File: src/hdl/edpt_pkg.sv
// ----------------------------------------------------------------------------
// edpt_pkg
// Shared types, codes and widths for the Euler degree parity tracker.
// ----------------------------------------------------------------------------
package edpt_pkg;

  localparam int VERTEX_W             = 4;
  localparam int VCOUNT_W             = 5;
  localparam int ODD_W                = 5;
  localparam int EDGE_W               = 8;
  localparam int CLASS_W              = 2;
  // compare width for vertex index against the limit (holds up to 255)
  localparam int CMP_W                = 8;
  localparam int DEFAULT_MAX_VERTICES = 16;

  localparam logic [VCOUNT_W-1:0] VCOUNT_RESET = 5'd16;

  localparam logic OP_ADD    = 1'b0;
  localparam logic OP_REMOVE = 1'b1;

  localparam logic [CLASS_W-1:0] CLASS_CIRCUIT = 2'd0;
  localparam logic [CLASS_W-1:0] CLASS_PATH    = 2'd1;
  localparam logic [CLASS_W-1:0] CLASS_NONE    = 2'd2;

  typedef struct packed {
    logic                op;
    logic [VERTEX_W-1:0] from_vertex;
    logic [VERTEX_W-1:0] to_vertex;
  } item_t;

  typedef struct packed {
    logic [CLASS_W-1:0] euler_class;
    logic [ODD_W-1:0]   odd_vertex_total;
    logic [EDGE_W-1:0]  edge_total;
    logic               range_error;
  } result_t;

  typedef enum logic {
    ST_IDLE,
    ST_LOOK
  } state_t;

  // control from the sequencer to the datapath
  typedef struct packed {
    logic mem_rd;   // read the row of the request being accepted
    logic commit;   // write back, update degree state, load result
  } ctrl_t;

  function automatic logic [CLASS_W-1:0] class_of(input logic [ODD_W-1:0] odd);
    logic [CLASS_W-1:0] cls;
    priority if (odd == '0) begin
      cls = CLASS_CIRCUIT;
    end else if (odd <= ODD_W'(2)) begin
      cls = CLASS_PATH;
    end else begin
      cls = CLASS_NONE;
    end
    return cls;
  endfunction

endpackage

File: src/hdl/edpt_ram.sv
// ----------------------------------------------------------------------------
// edpt_ram
// Generic single-clock RAM, one write port, one registered read port.
// ----------------------------------------------------------------------------
module edpt_ram #(
  parameter int WIDTH = 16,
  parameter int DEPTH = 16
) (
  input  logic                     clk,
  input  logic                     we,
  input  logic [$clog2(DEPTH)-1:0] waddr,
  input  logic [WIDTH-1:0]         wdata,
  input  logic                     re,
  input  logic [$clog2(DEPTH)-1:0] raddr,
  output logic [WIDTH-1:0]         rdata
);

  logic [WIDTH-1:0] mem [DEPTH];

  always_ff @(posedge clk) begin
    if (we) begin
      mem[waddr] <= wdata;
    end
    if (re) begin
      rdata <= mem[raddr];
    end
  end

endmodule

File: src/hdl/edpt_ctrl.sv
// ----------------------------------------------------------------------------
// edpt_ctrl
// Request sequencer: row read on accept, write back and result load once the result register is free.
// ----------------------------------------------------------------------------
module edpt_ctrl (
  input  logic           clk,
  input  logic           rst,
  input  logic           item_valid,
  input  logic           out_busy,
  output logic           item_ready,
  output edpt_pkg::ctrl_t ctrl
);

  edpt_pkg::state_t state;
  edpt_pkg::state_t state_next;

  always_ff @(posedge clk) begin
    if (rst) begin
      state <= edpt_pkg::ST_IDLE;
    end else begin
      state <= state_next;
    end
  end

  always_comb begin
    state_next = state;
    unique case (state)
      edpt_pkg::ST_IDLE: begin
        if (item_valid) begin
          state_next = edpt_pkg::ST_LOOK;
        end
      end
      edpt_pkg::ST_LOOK: begin
        // hold until the result register can take the answer
        if (!out_busy) begin
          state_next = edpt_pkg::ST_IDLE;
        end
      end
      default: state_next = edpt_pkg::ST_IDLE;
    endcase
  end

  always_comb begin
    item_ready  = 1'b0;
    ctrl.mem_rd = 1'b0;
    ctrl.commit = 1'b0;
    unique case (state)
      edpt_pkg::ST_IDLE: begin
        item_ready  = 1'b1;
        ctrl.mem_rd = item_valid;
      end
      edpt_pkg::ST_LOOK: begin
        ctrl.commit = !out_busy;
      end
      default: begin
        item_ready = 1'b0;
      end
    endcase
  end

endmodule

File: src/hdl/edpt_degree.sv
// ----------------------------------------------------------------------------
// edpt_degree
// Degree parity vector, odd-vertex count and edge count.
// ----------------------------------------------------------------------------
module edpt_degree #(
  parameter int MAX_VERTICES = edpt_pkg::DEFAULT_MAX_VERTICES
) (
  input  logic                          clk,
  input  logic                          rst,
  input  logic                          clear,
  input  logic                          update,
  input  logic                          op,
  input  logic [edpt_pkg::VERTEX_W-1:0] vertex_a,
  input  logic [edpt_pkg::VERTEX_W-1:0] vertex_b,
  output logic [edpt_pkg::ODD_W-1:0]    odd_after,
  output logic [edpt_pkg::EDGE_W-1:0]   edge_after
);

  localparam int AW = $clog2(MAX_VERTICES);

  logic [MAX_VERTICES-1:0]       parity;
  logic [MAX_VERTICES-1:0]       parity_next;
  logic [edpt_pkg::ODD_W-1:0]    odd_total;
  logic [edpt_pkg::EDGE_W-1:0]   edge_count;
  logic [AW-1:0]                 idx_a;
  logic [AW-1:0]                 idx_b;
  logic                          self_loop;
  logic [edpt_pkg::ODD_W-1:0]    step_a;
  logic [edpt_pkg::ODD_W-1:0]    step_b;
  logic [MAX_VERTICES-1:0]       flip;

  assign idx_a     = AW'(vertex_a);
  assign idx_b     = AW'(vertex_b);
  assign self_loop = (vertex_a == vertex_b);

  // odd vertex gains one when its parity was even, loses one when odd
  assign step_a = parity[idx_a] ? '1 : edpt_pkg::ODD_W'(1);
  assign step_b = self_loop ? '0 : (parity[idx_b] ? '1 : edpt_pkg::ODD_W'(1));

  assign flip = (MAX_VERTICES'(1) << idx_a)
              ^ (self_loop ? '0 : (MAX_VERTICES'(1) << idx_b));

  always_comb begin
    if (update) begin
      parity_next = parity ^ flip;
      odd_after   = odd_total + step_a + step_b;
      edge_after  = (op == edpt_pkg::OP_ADD) ? edge_count + edpt_pkg::EDGE_W'(1)
                                             : edge_count - edpt_pkg::EDGE_W'(1);
    end else begin
      parity_next = parity;
      odd_after   = odd_total;
      edge_after  = edge_count;
    end
  end

  always_ff @(posedge clk) begin
    if (rst || clear) begin
      parity     <= '0;
      odd_total  <= '0;
      edge_count <= '0;
    end else begin
      parity     <= parity_next;
      odd_total  <= odd_after;
      edge_count <= edge_after;
    end
  end

endmodule

File: src/hdl/euler_degree_parity_tracker.sv
// ----------------------------------------------------------------------------
// euler_degree_parity_tracker
// Edge add/remove requests on an undirected graph; reports the Euler class.
// ----------------------------------------------------------------------------
// Each request adds or removes one edge and returns one result: the Euler
// class from the number of odd-degree vertices (none: circuit and path, one
// or two: path only, more: neither), that count, the number of distinct
// edges, and a range flag. Connectivity is not checked. The adjacency row
// is read from the RAM in the accept cycle and written back from ST_LOOK,
// so a new request is not accepted until the last one is written back.
// The result register frees the input side; a request whose result finds
// that register still full waits in ST_LOOK until the result is
// taken. Only one triangle of the symmetric matrix is stored: row
// min(from,to), bit max(from,to), so one read-modify-write covers an edge.
// A self-loop flips the parity of its vertex once. Adding a present edge or
// removing an absent one changes nothing. An endpoint at or above
// min(vertex_count, MAX_VERTICES) sets range_error and leaves the graph as
// it is. Rows carry valid bits, so reset and a vertex_count write clear the
// graph with no clearing pass; vertex_count may be written only while no
// request is in flight.
module euler_degree_parity_tracker #(
  parameter int MAX_VERTICES = edpt_pkg::DEFAULT_MAX_VERTICES
) (
  input  logic                          clk,
  input  logic                          rst,
  input  logic                          cfg_valid,
  output logic                          cfg_ready,
  input  logic [edpt_pkg::VCOUNT_W-1:0] cfg_vertex_count,
  input  logic                          item_valid,
  output logic                          item_ready,
  input  edpt_pkg::item_t               item,
  output logic                          result_valid,
  input  logic                          result_ready,
  output edpt_pkg::result_t             result
);

  localparam int AW = $clog2(MAX_VERTICES);

  logic [edpt_pkg::VCOUNT_W-1:0] vertex_count;
  edpt_pkg::item_t               held;
  logic [MAX_VERTICES-1:0]       row_valid;
  edpt_pkg::ctrl_t               ctrl;
  logic                          out_busy;
  logic                          cfg_write;

  logic [edpt_pkg::VERTEX_W-1:0] in_lo;
  logic [edpt_pkg::VERTEX_W-1:0] lo;
  logic [edpt_pkg::VERTEX_W-1:0] hi;
  logic [AW-1:0]                 lo_idx;
  logic [AW-1:0]                 hi_idx;
  logic [MAX_VERTICES-1:0]       rdata;
  logic [MAX_VERTICES-1:0]       row_word;
  logic [MAX_VERTICES-1:0]       row_new;
  logic [edpt_pkg::CMP_W-1:0]    limit;
  logic                          range_err;
  logic                          present;
  logic                          want;
  logic                          change;
  logic                          mem_we;
  logic [edpt_pkg::ODD_W-1:0]    odd_after;
  logic [edpt_pkg::EDGE_W-1:0]   edge_after;

  // config: always takes the write, clears the graph
  assign cfg_ready = 1'b1;
  assign cfg_write = cfg_valid && cfg_ready;

  always_ff @(posedge clk) begin
    if (rst) begin
      vertex_count <= edpt_pkg::VCOUNT_RESET;
    end else if (cfg_write) begin
      vertex_count <= cfg_vertex_count;
    end
  end

  assign out_busy = result_valid && !result_ready;

  edpt_ctrl u_ctrl (
    .clk        (clk),
    .rst        (rst),
    .item_valid (item_valid),
    .out_busy   (out_busy),
    .item_ready (item_ready),
    .ctrl       (ctrl)
  );

  // hold the accepted request for ST_LOOK
  always_ff @(posedge clk) begin
    if (item_valid && item_ready) begin
      held <= item;
    end
  end

  // stored triangle: row is the lower endpoint
  assign in_lo = (item.from_vertex < item.to_vertex) ? item.from_vertex : item.to_vertex;
  assign lo    = (held.from_vertex < held.to_vertex) ? held.from_vertex : held.to_vertex;
  assign hi    = (held.from_vertex < held.to_vertex) ? held.to_vertex : held.from_vertex;
  assign lo_idx = AW'(lo);
  assign hi_idx = AW'(hi);

  edpt_ram #(
    .WIDTH (MAX_VERTICES),
    .DEPTH (MAX_VERTICES)
  ) u_adj (
    .clk   (clk),
    .we    (mem_we),
    .waddr (lo_idx),
    .wdata (row_new),
    .re    (ctrl.mem_rd),
    .raddr (AW'(in_lo)),
    .rdata (rdata)
  );

  // vertex limit saturates at MAX_VERTICES
  assign limit = (edpt_pkg::CMP_W'(vertex_count) > edpt_pkg::CMP_W'(MAX_VERTICES))
               ? edpt_pkg::CMP_W'(MAX_VERTICES) : edpt_pkg::CMP_W'(vertex_count);

  assign range_err = (edpt_pkg::CMP_W'(held.from_vertex) >= limit)
                  || (edpt_pkg::CMP_W'(held.to_vertex) >= limit);

  // a row never written since the last clear reads as empty
  assign row_word = row_valid[lo_idx] ? rdata : '0;
  assign present  = row_word[hi_idx];
  assign want     = (held.op == edpt_pkg::OP_ADD);
  assign change   = !range_err && (present != want);

  always_comb begin
    row_new         = row_word;
    row_new[hi_idx] = want;
  end

  assign mem_we = ctrl.commit && change;

  always_ff @(posedge clk) begin
    if (rst || cfg_write) begin
      row_valid <= '0;
    end else if (mem_we) begin
      row_valid[lo_idx] <= 1'b1;
    end
  end

  edpt_degree #(
    .MAX_VERTICES (MAX_VERTICES)
  ) u_degree (
    .clk        (clk),
    .rst        (rst),
    .clear      (cfg_write),
    .update     (mem_we),
    .op         (held.op),
    .vertex_a   (held.from_vertex),
    .vertex_b   (held.to_vertex),
    .odd_after  (odd_after),
    .edge_after (edge_after)
  );

  // result register
  always_ff @(posedge clk) begin
    if (rst) begin
      result_valid <= 1'b0;
    end else if (ctrl.commit) begin
      result_valid <= 1'b1;
    end else if (result_ready) begin
      result_valid <= 1'b0;
    end
  end

  always_ff @(posedge clk) begin
    if (ctrl.commit) begin
      result.euler_class      <= edpt_pkg::class_of(odd_after);
      result.odd_vertex_total <= odd_after;
      result.edge_total       <= edge_after;
      result.range_error      <= range_err;
    end
  end

  // an out-of-range request never touches the matrix
  a_no_write_on_error: assert property (@(posedge clk) disable iff (rst)
    mem_we |-> !range_err)
    else $error("adjacency write on a range error");

  // an accepted request occupies the next cycle
  a_busy_after_accept: assert property (@(posedge clk) disable iff (rst)
    item_valid && item_ready |=> !item_ready)
    else $error("request accepted back to back");

  // a commit never overwrites an untaken result
  a_no_result_overrun: assert property (@(posedge clk) disable iff (rst)
    ctrl.commit |-> !out_busy)
    else $error("result overwritten before taken");

  // a config write empties the matrix
  a_cfg_clears_rows: assert property (@(posedge clk) disable iff (rst)
    cfg_write |=> row_valid == '0)
    else $error("rows still valid after config write");

endmodule
File: config.mk
export PLATFORM = sky130hd
export DESIGN_NAME = euler_degree_parity_tracker
export DESIGN_NICKNAME = d
export VERILOG_FILES = /design/src/hdl/edpt_pkg.sv /design/src/hdl/edpt_ram.sv /design/src/hdl/edpt_ctrl.sv /design/src/hdl/edpt_degree.sv /design/src/hdl/euler_degree_parity_tracker.sv
export SDC_FILE = /design/constraint.sdc
export NUM_CORES = 1
export LEC_CHECK = 0
export BUFFER_PORTS_ARGS = -buffer_cell sky130_fd_sc_hd__buf_2
export CORE_ASPECT_RATIO = 0.9
export CORE_MARGIN = 2
export CORE_UTILIZATION = 40
export DETAILED_ROUTE_END_ITERATION = 10
export PLACE_DENSITY = 0.6
export SYNTH_ARGS = -nofsm -noshare
export SYNTH_HDL_FRONTEND = slang
export SYNTH_HIERARCHICAL = 1
export SYNTH_SLANG_ARGS = --single-unit
File: constraint.sdc
create_clock -name clk -period 7.2 [get_ports clk]
set_clock_uncertainty 0.2 [all_clocks]
set_input_delay 0 -clock clk [delete_from_list [all_inputs] [get_ports clk]]
set_output_delay 0 -clock clk [all_outputs]
set_load 0.02 [all_outputs]
[After elaboration in Yosys (flattened, before gate mapping)]
Memory sizes are Yosys's and may differ from the RTL's. A register that Yosys moved wholly into a read port is not among the register bits.
Index checks and enable logic that the tools add are counted.
Storage, ports and cells
  bits in registers: 77
  latch bits: 0
  RAM bits: 256
  bits in read-only memories: 0
  output and inout port bits: 19
  logic and storage cells: 89
  memories: 1
Memory list
  u_adj.mem: words 16, width 16, rd ports 1, clocked after memory_dff 1, wr ports 1, RTL line edpt_ram.sv:18  | logic [WIDTH-1:0] mem [DEPTH];
Operators by class
  add/sub/neg operators: 4
  multiply operators: 0
  div/mod/pow operators: 0
  order comparisons: 12
  equality and inequality tests: 2
  shift-type cells: 2
  multiplexer cells: 36
  bitwise gates (word level): 5
  reduce and logical (&&, ||, !) cells: 13
Operator list (number)
  $mux W16: 2
  $shl A1 B4 Y16 const A: 2
  $xor A16 B16 Y16: 2
  $mux W5: 5
  $lt A4 B5 Y1 const B: 4
  $bmux W1 S4: 4
  $bwmux W16: 1
  $mux W8: 2
  $or A16 B16 Y16: 1
  $mux W1: 15
  $mux W4: 3
  $add A5 B5 Y5: 2
  $ge A4 B5 Y1: 2
  $add A8 B1 Y8 const B: 1
  $demux W1 S4: 2
  $ge A4 B1 Y1 const B: 2
  $lt A4 B4 Y1: 2
  $sub A8 B1 Y8 const B: 1
  $logic_and A1 B1 Y1: 6
  $gt A5 B5 Y1 const B: 1
  $le A5 B2 Y1 const B: 1
  $logic_not A5 Y1: 1
  $eq A4 B4 Y1: 1
  $logic_not A1 Y1: 3
  other kinds (6): 8

[Longest topological paths before layout]
  depth in word-level cells: 13
  gate-level depth with buffers: 20
  mapped depth without buffers: 16

[By module]
The synthesis kept the hierarchy.
Modules (own cells, without submodules)
  edpt_ram: times used 1, cells each 432, area each 10203.5 um2, sequential area each 8167.8 um2
  euler_degree_parity_tracker: times used 1, cells each 294, area each 2932.8 um2, sequential area each 1191.1 um2
  edpt_degree: times used 1, cells each 239, area each 2153.3 um2, sequential area each 580.6 um2
  edpt_ctrl: times used 1, cells each 6, area each 50.0 um2, sequential area each 20.0 um2

[Least setup slack after synthesis]
Ideal clock, no wire load.
  path type: reg-to-reg
  from: register held[2] in the netlist's numbering
  to: memory u_adj.mem[0][0], enable pin
  library setup time: 0.409 ns
  arrival time: 5.009 ns
  setup slack: 1.582 ns
  stages on the path, launching flop included: 17
  path through: edfxtp_1 -> inv_1 -> ha_1 -> a21oi_1 -> o21bai_1 -> or2_1 -> buf_4 -> a31oi_1 -> clkbuf_1 -> o22ai_1 -> nor4_1 -> o32ai_2 -> xnor2_2 -> buf_6 -> nor3b_2 -> or3b_2 -> nor3_1
Between the ends
  word-level cells in the longest chain between the ends: 12
RTL lines
  from (decl): RTL line euler_degree_parity_tracker.sv:40  | edpt_pkg::item_t held;
  from (signal assigned): RTL line euler_degree_parity_tracker.sv:89  | held <= item;
  $lt A4 B4 Y1: RTL line euler_degree_parity_tracker.sv:95, euler_degree_parity_tracker.sv:96
  $mux W4: RTL line euler_degree_parity_tracker.sv:95  | assign lo = (held.from_vertex < held.to_vertex) ? held.from_vertex : held.to_vertex;
  $bmux W1 S4: RTL line euler_degree_parity_tracker.sv:121  | assign row_word = row_valid[lo_idx] ? rdata : '0;
  $mux W1 (not written as such): RTL line euler_degree_parity_tracker.sv:121
  $mux W16: RTL line euler_degree_parity_tracker.sv:121
  $bmux W1 S4: RTL line euler_degree_parity_tracker.sv:122  | assign present = row_word[hi_idx];
  $mux W1 (not written as such): RTL line euler_degree_parity_tracker.sv:122
  $ne A1 B1 Y1: RTL line euler_degree_parity_tracker.sv:124  | assign change = !range_err && (present != want);
  $logic_and A1 B1 Y1 (*): RTL line euler_degree_parity_tracker.sv:124
  $logic_and A1 B1 Y1 (*): RTL line euler_degree_parity_tracker.sv:131  | assign mem_we = ctrl.commit && change;
  via mem_we: RTL line euler_degree_parity_tracker.sv:59  | logic mem_we;
  $mux W1 (*): RTL line edpt_ram.sv:21  | if (we) begin
  $mux W1 (not written as such) (*): RTL line edpt_ram.sv:22  | mem[waddr] <= wdata;
  to (decl): RTL line edpt_ram.sv:18
Mark *: on every way through the listed nets, which the timed path passes. The rest lies on a longest branch. The select of a mux whose other input is x is not followed.

[Worst setup path in the final report]
  from: register held[2] in the netlist's numbering
  to: memory u_adj.mem[1][5], enable pin
The elaborated chain is that of the path after synthesis.

==> results_dict.tcl <==
set metrics [dict create \
    reg2reg_slack_ns 0.93 \
    mostFrequentLayoutCells "297 x edfxtp_1, 69 x nand2_1, 68 x mux4_2" \
    antenna_found_initial 0 \
    start_kind "register" \
    yosysWarnings 6 \
    drtIter0Drc 841 \
    period_minus_slack_ns 6.27 \
    slew_viol_final 0 \
    dieArea_sq_um 39900 \
    critPathLaunch "held[2]$_DFFE_PP_" \
    drive_gt1_share_pct 22.4 \
    outcome "finished, final reports clean" \
    crit_fanout 20 \
    ys.flop_type "edfxtp_1" \
    synthMuxAreaShare_pct 13.4 \
    grt_use_total_pct 17.6 \
    dr.pass1.iters 5 \
    insertion_delay_ns 0.54 \
    cts_buffer_depth 3 \
    cellLeakagePower_nw 6.05 \
    synth_seq_area_share_pct 64.9 \
    async_flop_share_pct 0 \
    cts_buffers 38 \
    boundaryPins 38 \
    grt_pass1_wl_mm 52.8 \
    area_delta_synth_final_pct 15.6 \
    num_vias 8740 \
    min_path_cells 2 \
    grt_pass1_vias 8802 \
    hold_path.class "in -> reg" \
    critPathRequiredTime_ns 7.15 \
    postRouteAntennaNets 0 \
    finalCritPeriodShare_pct 87.1 \
    io_buffers 36 \
    synth_top_family_by_area "multiplexers" \
    core-area_sq_um 38100 \
    drv_cap 0 \
    dp_hpwl_mm 21.3 \
    rsz0062_at_grt "false" \
    synth-edff-count 297 \
    root_buffer "clkbuf_16" \
    cts_tree "done" \
    start_util_pct 40.2 \
    vdd_drop_max_mv 0.194 \
    postSynthCellCount 971 \
    nNetsFinal 1117 \
    rows 68 \
    synthSimpleGateAreaFrac_pct 7.34 \
    grt_overflow_total 0 \
    tns_ns 0 \
    critPathKind "reg -> reg" \
    synth_xor_area_share_pct 1.81 \
    syn_nets 1021 \
    final_common_cell "edfxtp_1" \
    yosysUniqueCellTypes 68 \
    via_per_inst 5.51 \
    arrival_ns 6.23 \
    die_y_um 190 \
    clk_pin_slew_ns 0.06 \
    drt-total-wl_mm 34.4 \
    syn-cell-area_sq_um 15300 \
    r2r-start "held[2]$_DFFE_PP_" \
    cts_max_level 2 \
    synth_fa_ha_area_share_pct 2.77 \
    cts_resized 0 \
    hold_end "held[3]$_DFFE_PP_" \
    fillerInstances 3280 \
    die_w_um 210 \
    num_antenna_cells 0 \
    cp-end-kind "register" \
    synth_compound_area_share_pct 7.25 \
    ys_ff_latch 349 \
    reg2reg_depth 13 \
    setup_viol 0 \
    fmaxAchievable_mhz 159 \
    relSlewSlack_pct 24.8 \
    hold_violations 0 \
    place.gp.congestion 0.846 \
    reg2reg_to "u_adj/mem[1][5]$_DFFE_PP_" \
    tightest_slew_ns 1.13 \
    grt_max_degree 65 \
    power_density_nw_per_um2 267 \
    min-delay-start "item[3]" \
    drc 0 \
    cts_sinks 349 \
    final_util_pct 46.5 \
    wl_per_cell_um 21.7 \
    avgSynthCellArea_sq_um 15.8 \
]
## worst max-delay path by stage
stage | cells after the start | slack [ns] | end
after floorplan | 16 | 1.58 | u_adj/mem[0][0]$_DFFE_PP_
after global placement | 13 | 1.14 | u_adj/mem[1][4]$_DFFE_PP_
after detailed placement | 13 | 0.96 | u_adj/mem[1][4]$_DFFE_PP_
after CTS | 13 | 0.94 | u_adj/mem[1][5]$_DFFE_PP_
after global routing | 13 | 0.52 | u_adj/mem[1][5]$_DFFE_PP_
final | 13 | 0.93 | u_adj/mem[1][5]$_DFFE_PP_
## cells in the mapped netlist (9+ instances only)
cell      number  area, sq um
edfxtp_1     297         8920
nand2_1       69          259
mux4_2        68         1530
nor2_1        57          214
dfxtp_1       52         1040
o21ai_0       37          185
a22oi_1       32          240
ha_1          26          325
clkbuf_1      25         93.8
inv_1         23         86.3
nand2b_1      23          144
nor2b_1       21          131
xor2_1        19          166
nor3_1        18         90.1
o22ai_1       17          106
a21oi_1       16         80.1
o32ai_1       16          140
mux4_1        12          315
buf_6         10          113
mux2i_1        9         90.1
xnor2_1        9         78.8
## per-layer routing
metal	up-vias	share of wire (%)	global-route usage (%)
li1	4028	-	-
met1	4436	46	25.2
met2	224	45	26.9
met3	52	7.0	4.41
met4	0	2.0	4.74
met5	-	0	0
## cell type report
class | instances | area (sq um) | share of cell area [%]
timing repair buffer | 107 | 796 | 4.49
sequential | 349 | 9960 | 56.2
clock buffer | 45 | 998 | 5.63
inverter | 24 | 90.1 | 0.508
tap | 490 | 613 | 3.46
clock inverter | 24 | 210 | 1.19
multi-input combinational | 547 | 5070 | 28.6
## where the power goes
part	internal, W	switching, W	total, W
clock	0.00108	0.000812	0.00189
combinational	0.000202	0.000342	0.000544
sequential	0.00228	0.0000261	0.00231
total	0.00356	0.00118	0.00474
## kinds of logic (layout without fill, tap and decap cells)
logic type / Yosys count / in the layout
AO/OA/AOI/OAI: 160 / 160
XOR/XNOR: 30 / 30
adder cells (fa/ha/maj): 31 / 31
buffers and inverters: 75 / 200
flip-flops: 349 / 349
multiplexers: 99 / 99
other: 1 / 1
AND/OR/NAND/NOR: 226 / 226
## worst max-delay path, cell delays in order (launching register included)
cell	delay [ns]
edfxtp_1	0.67
inv_1	0.16
ha_1	0.35
a21oi_1	0.07
o21bai_1	0.37
or2_1	0.37
mux2_1	0.37
o211ai_2	0.70
nor4_1	0.18
o32ai_2	0.36
xnor2_2	0.30
nor3b_4	0.42
or3b_2	0.56
nor2_2	0.79
## what timing repair did
item	CTS	global route
endpoints found under the hold margin	57	0
hold buffers	33	0
setup buffers	0	0
## stage by stage
stage | cells | power (W) | hold WS, ns | cell area (sq um) | setup WS (ns)
after floorplan | 971 | 0.00270 | -0.128 | 15300 | 1.58
after global placement | 1484 | 0.00287 | -0.0190 | 16200 | 1.14
after detailed placement | 1484 | 0.00287 | -0.0144 | 16200 | 0.962
after CTS | 1586 | 0.00479 | 0.00113 | 17700 | 0.941
after global routing | 1586 | 0.00493 | 0.00623 | 17700 | 0.522
final | 1586 | 0.00474 | 0.00784 | 17700 | 0.927
## state kept, by name, summed over array words and instances, names as in the netlist, 5 cells and up
register,flops
u_degree/odd_total,5
u_degree/edge_count,8
row_valid,16
u_adj/rdata,16
u_adj/mem,256
result,16
vertex_count,5
u_degree/parity,16
held,9
No activity file was read; power rests on OpenSTA's default activity.
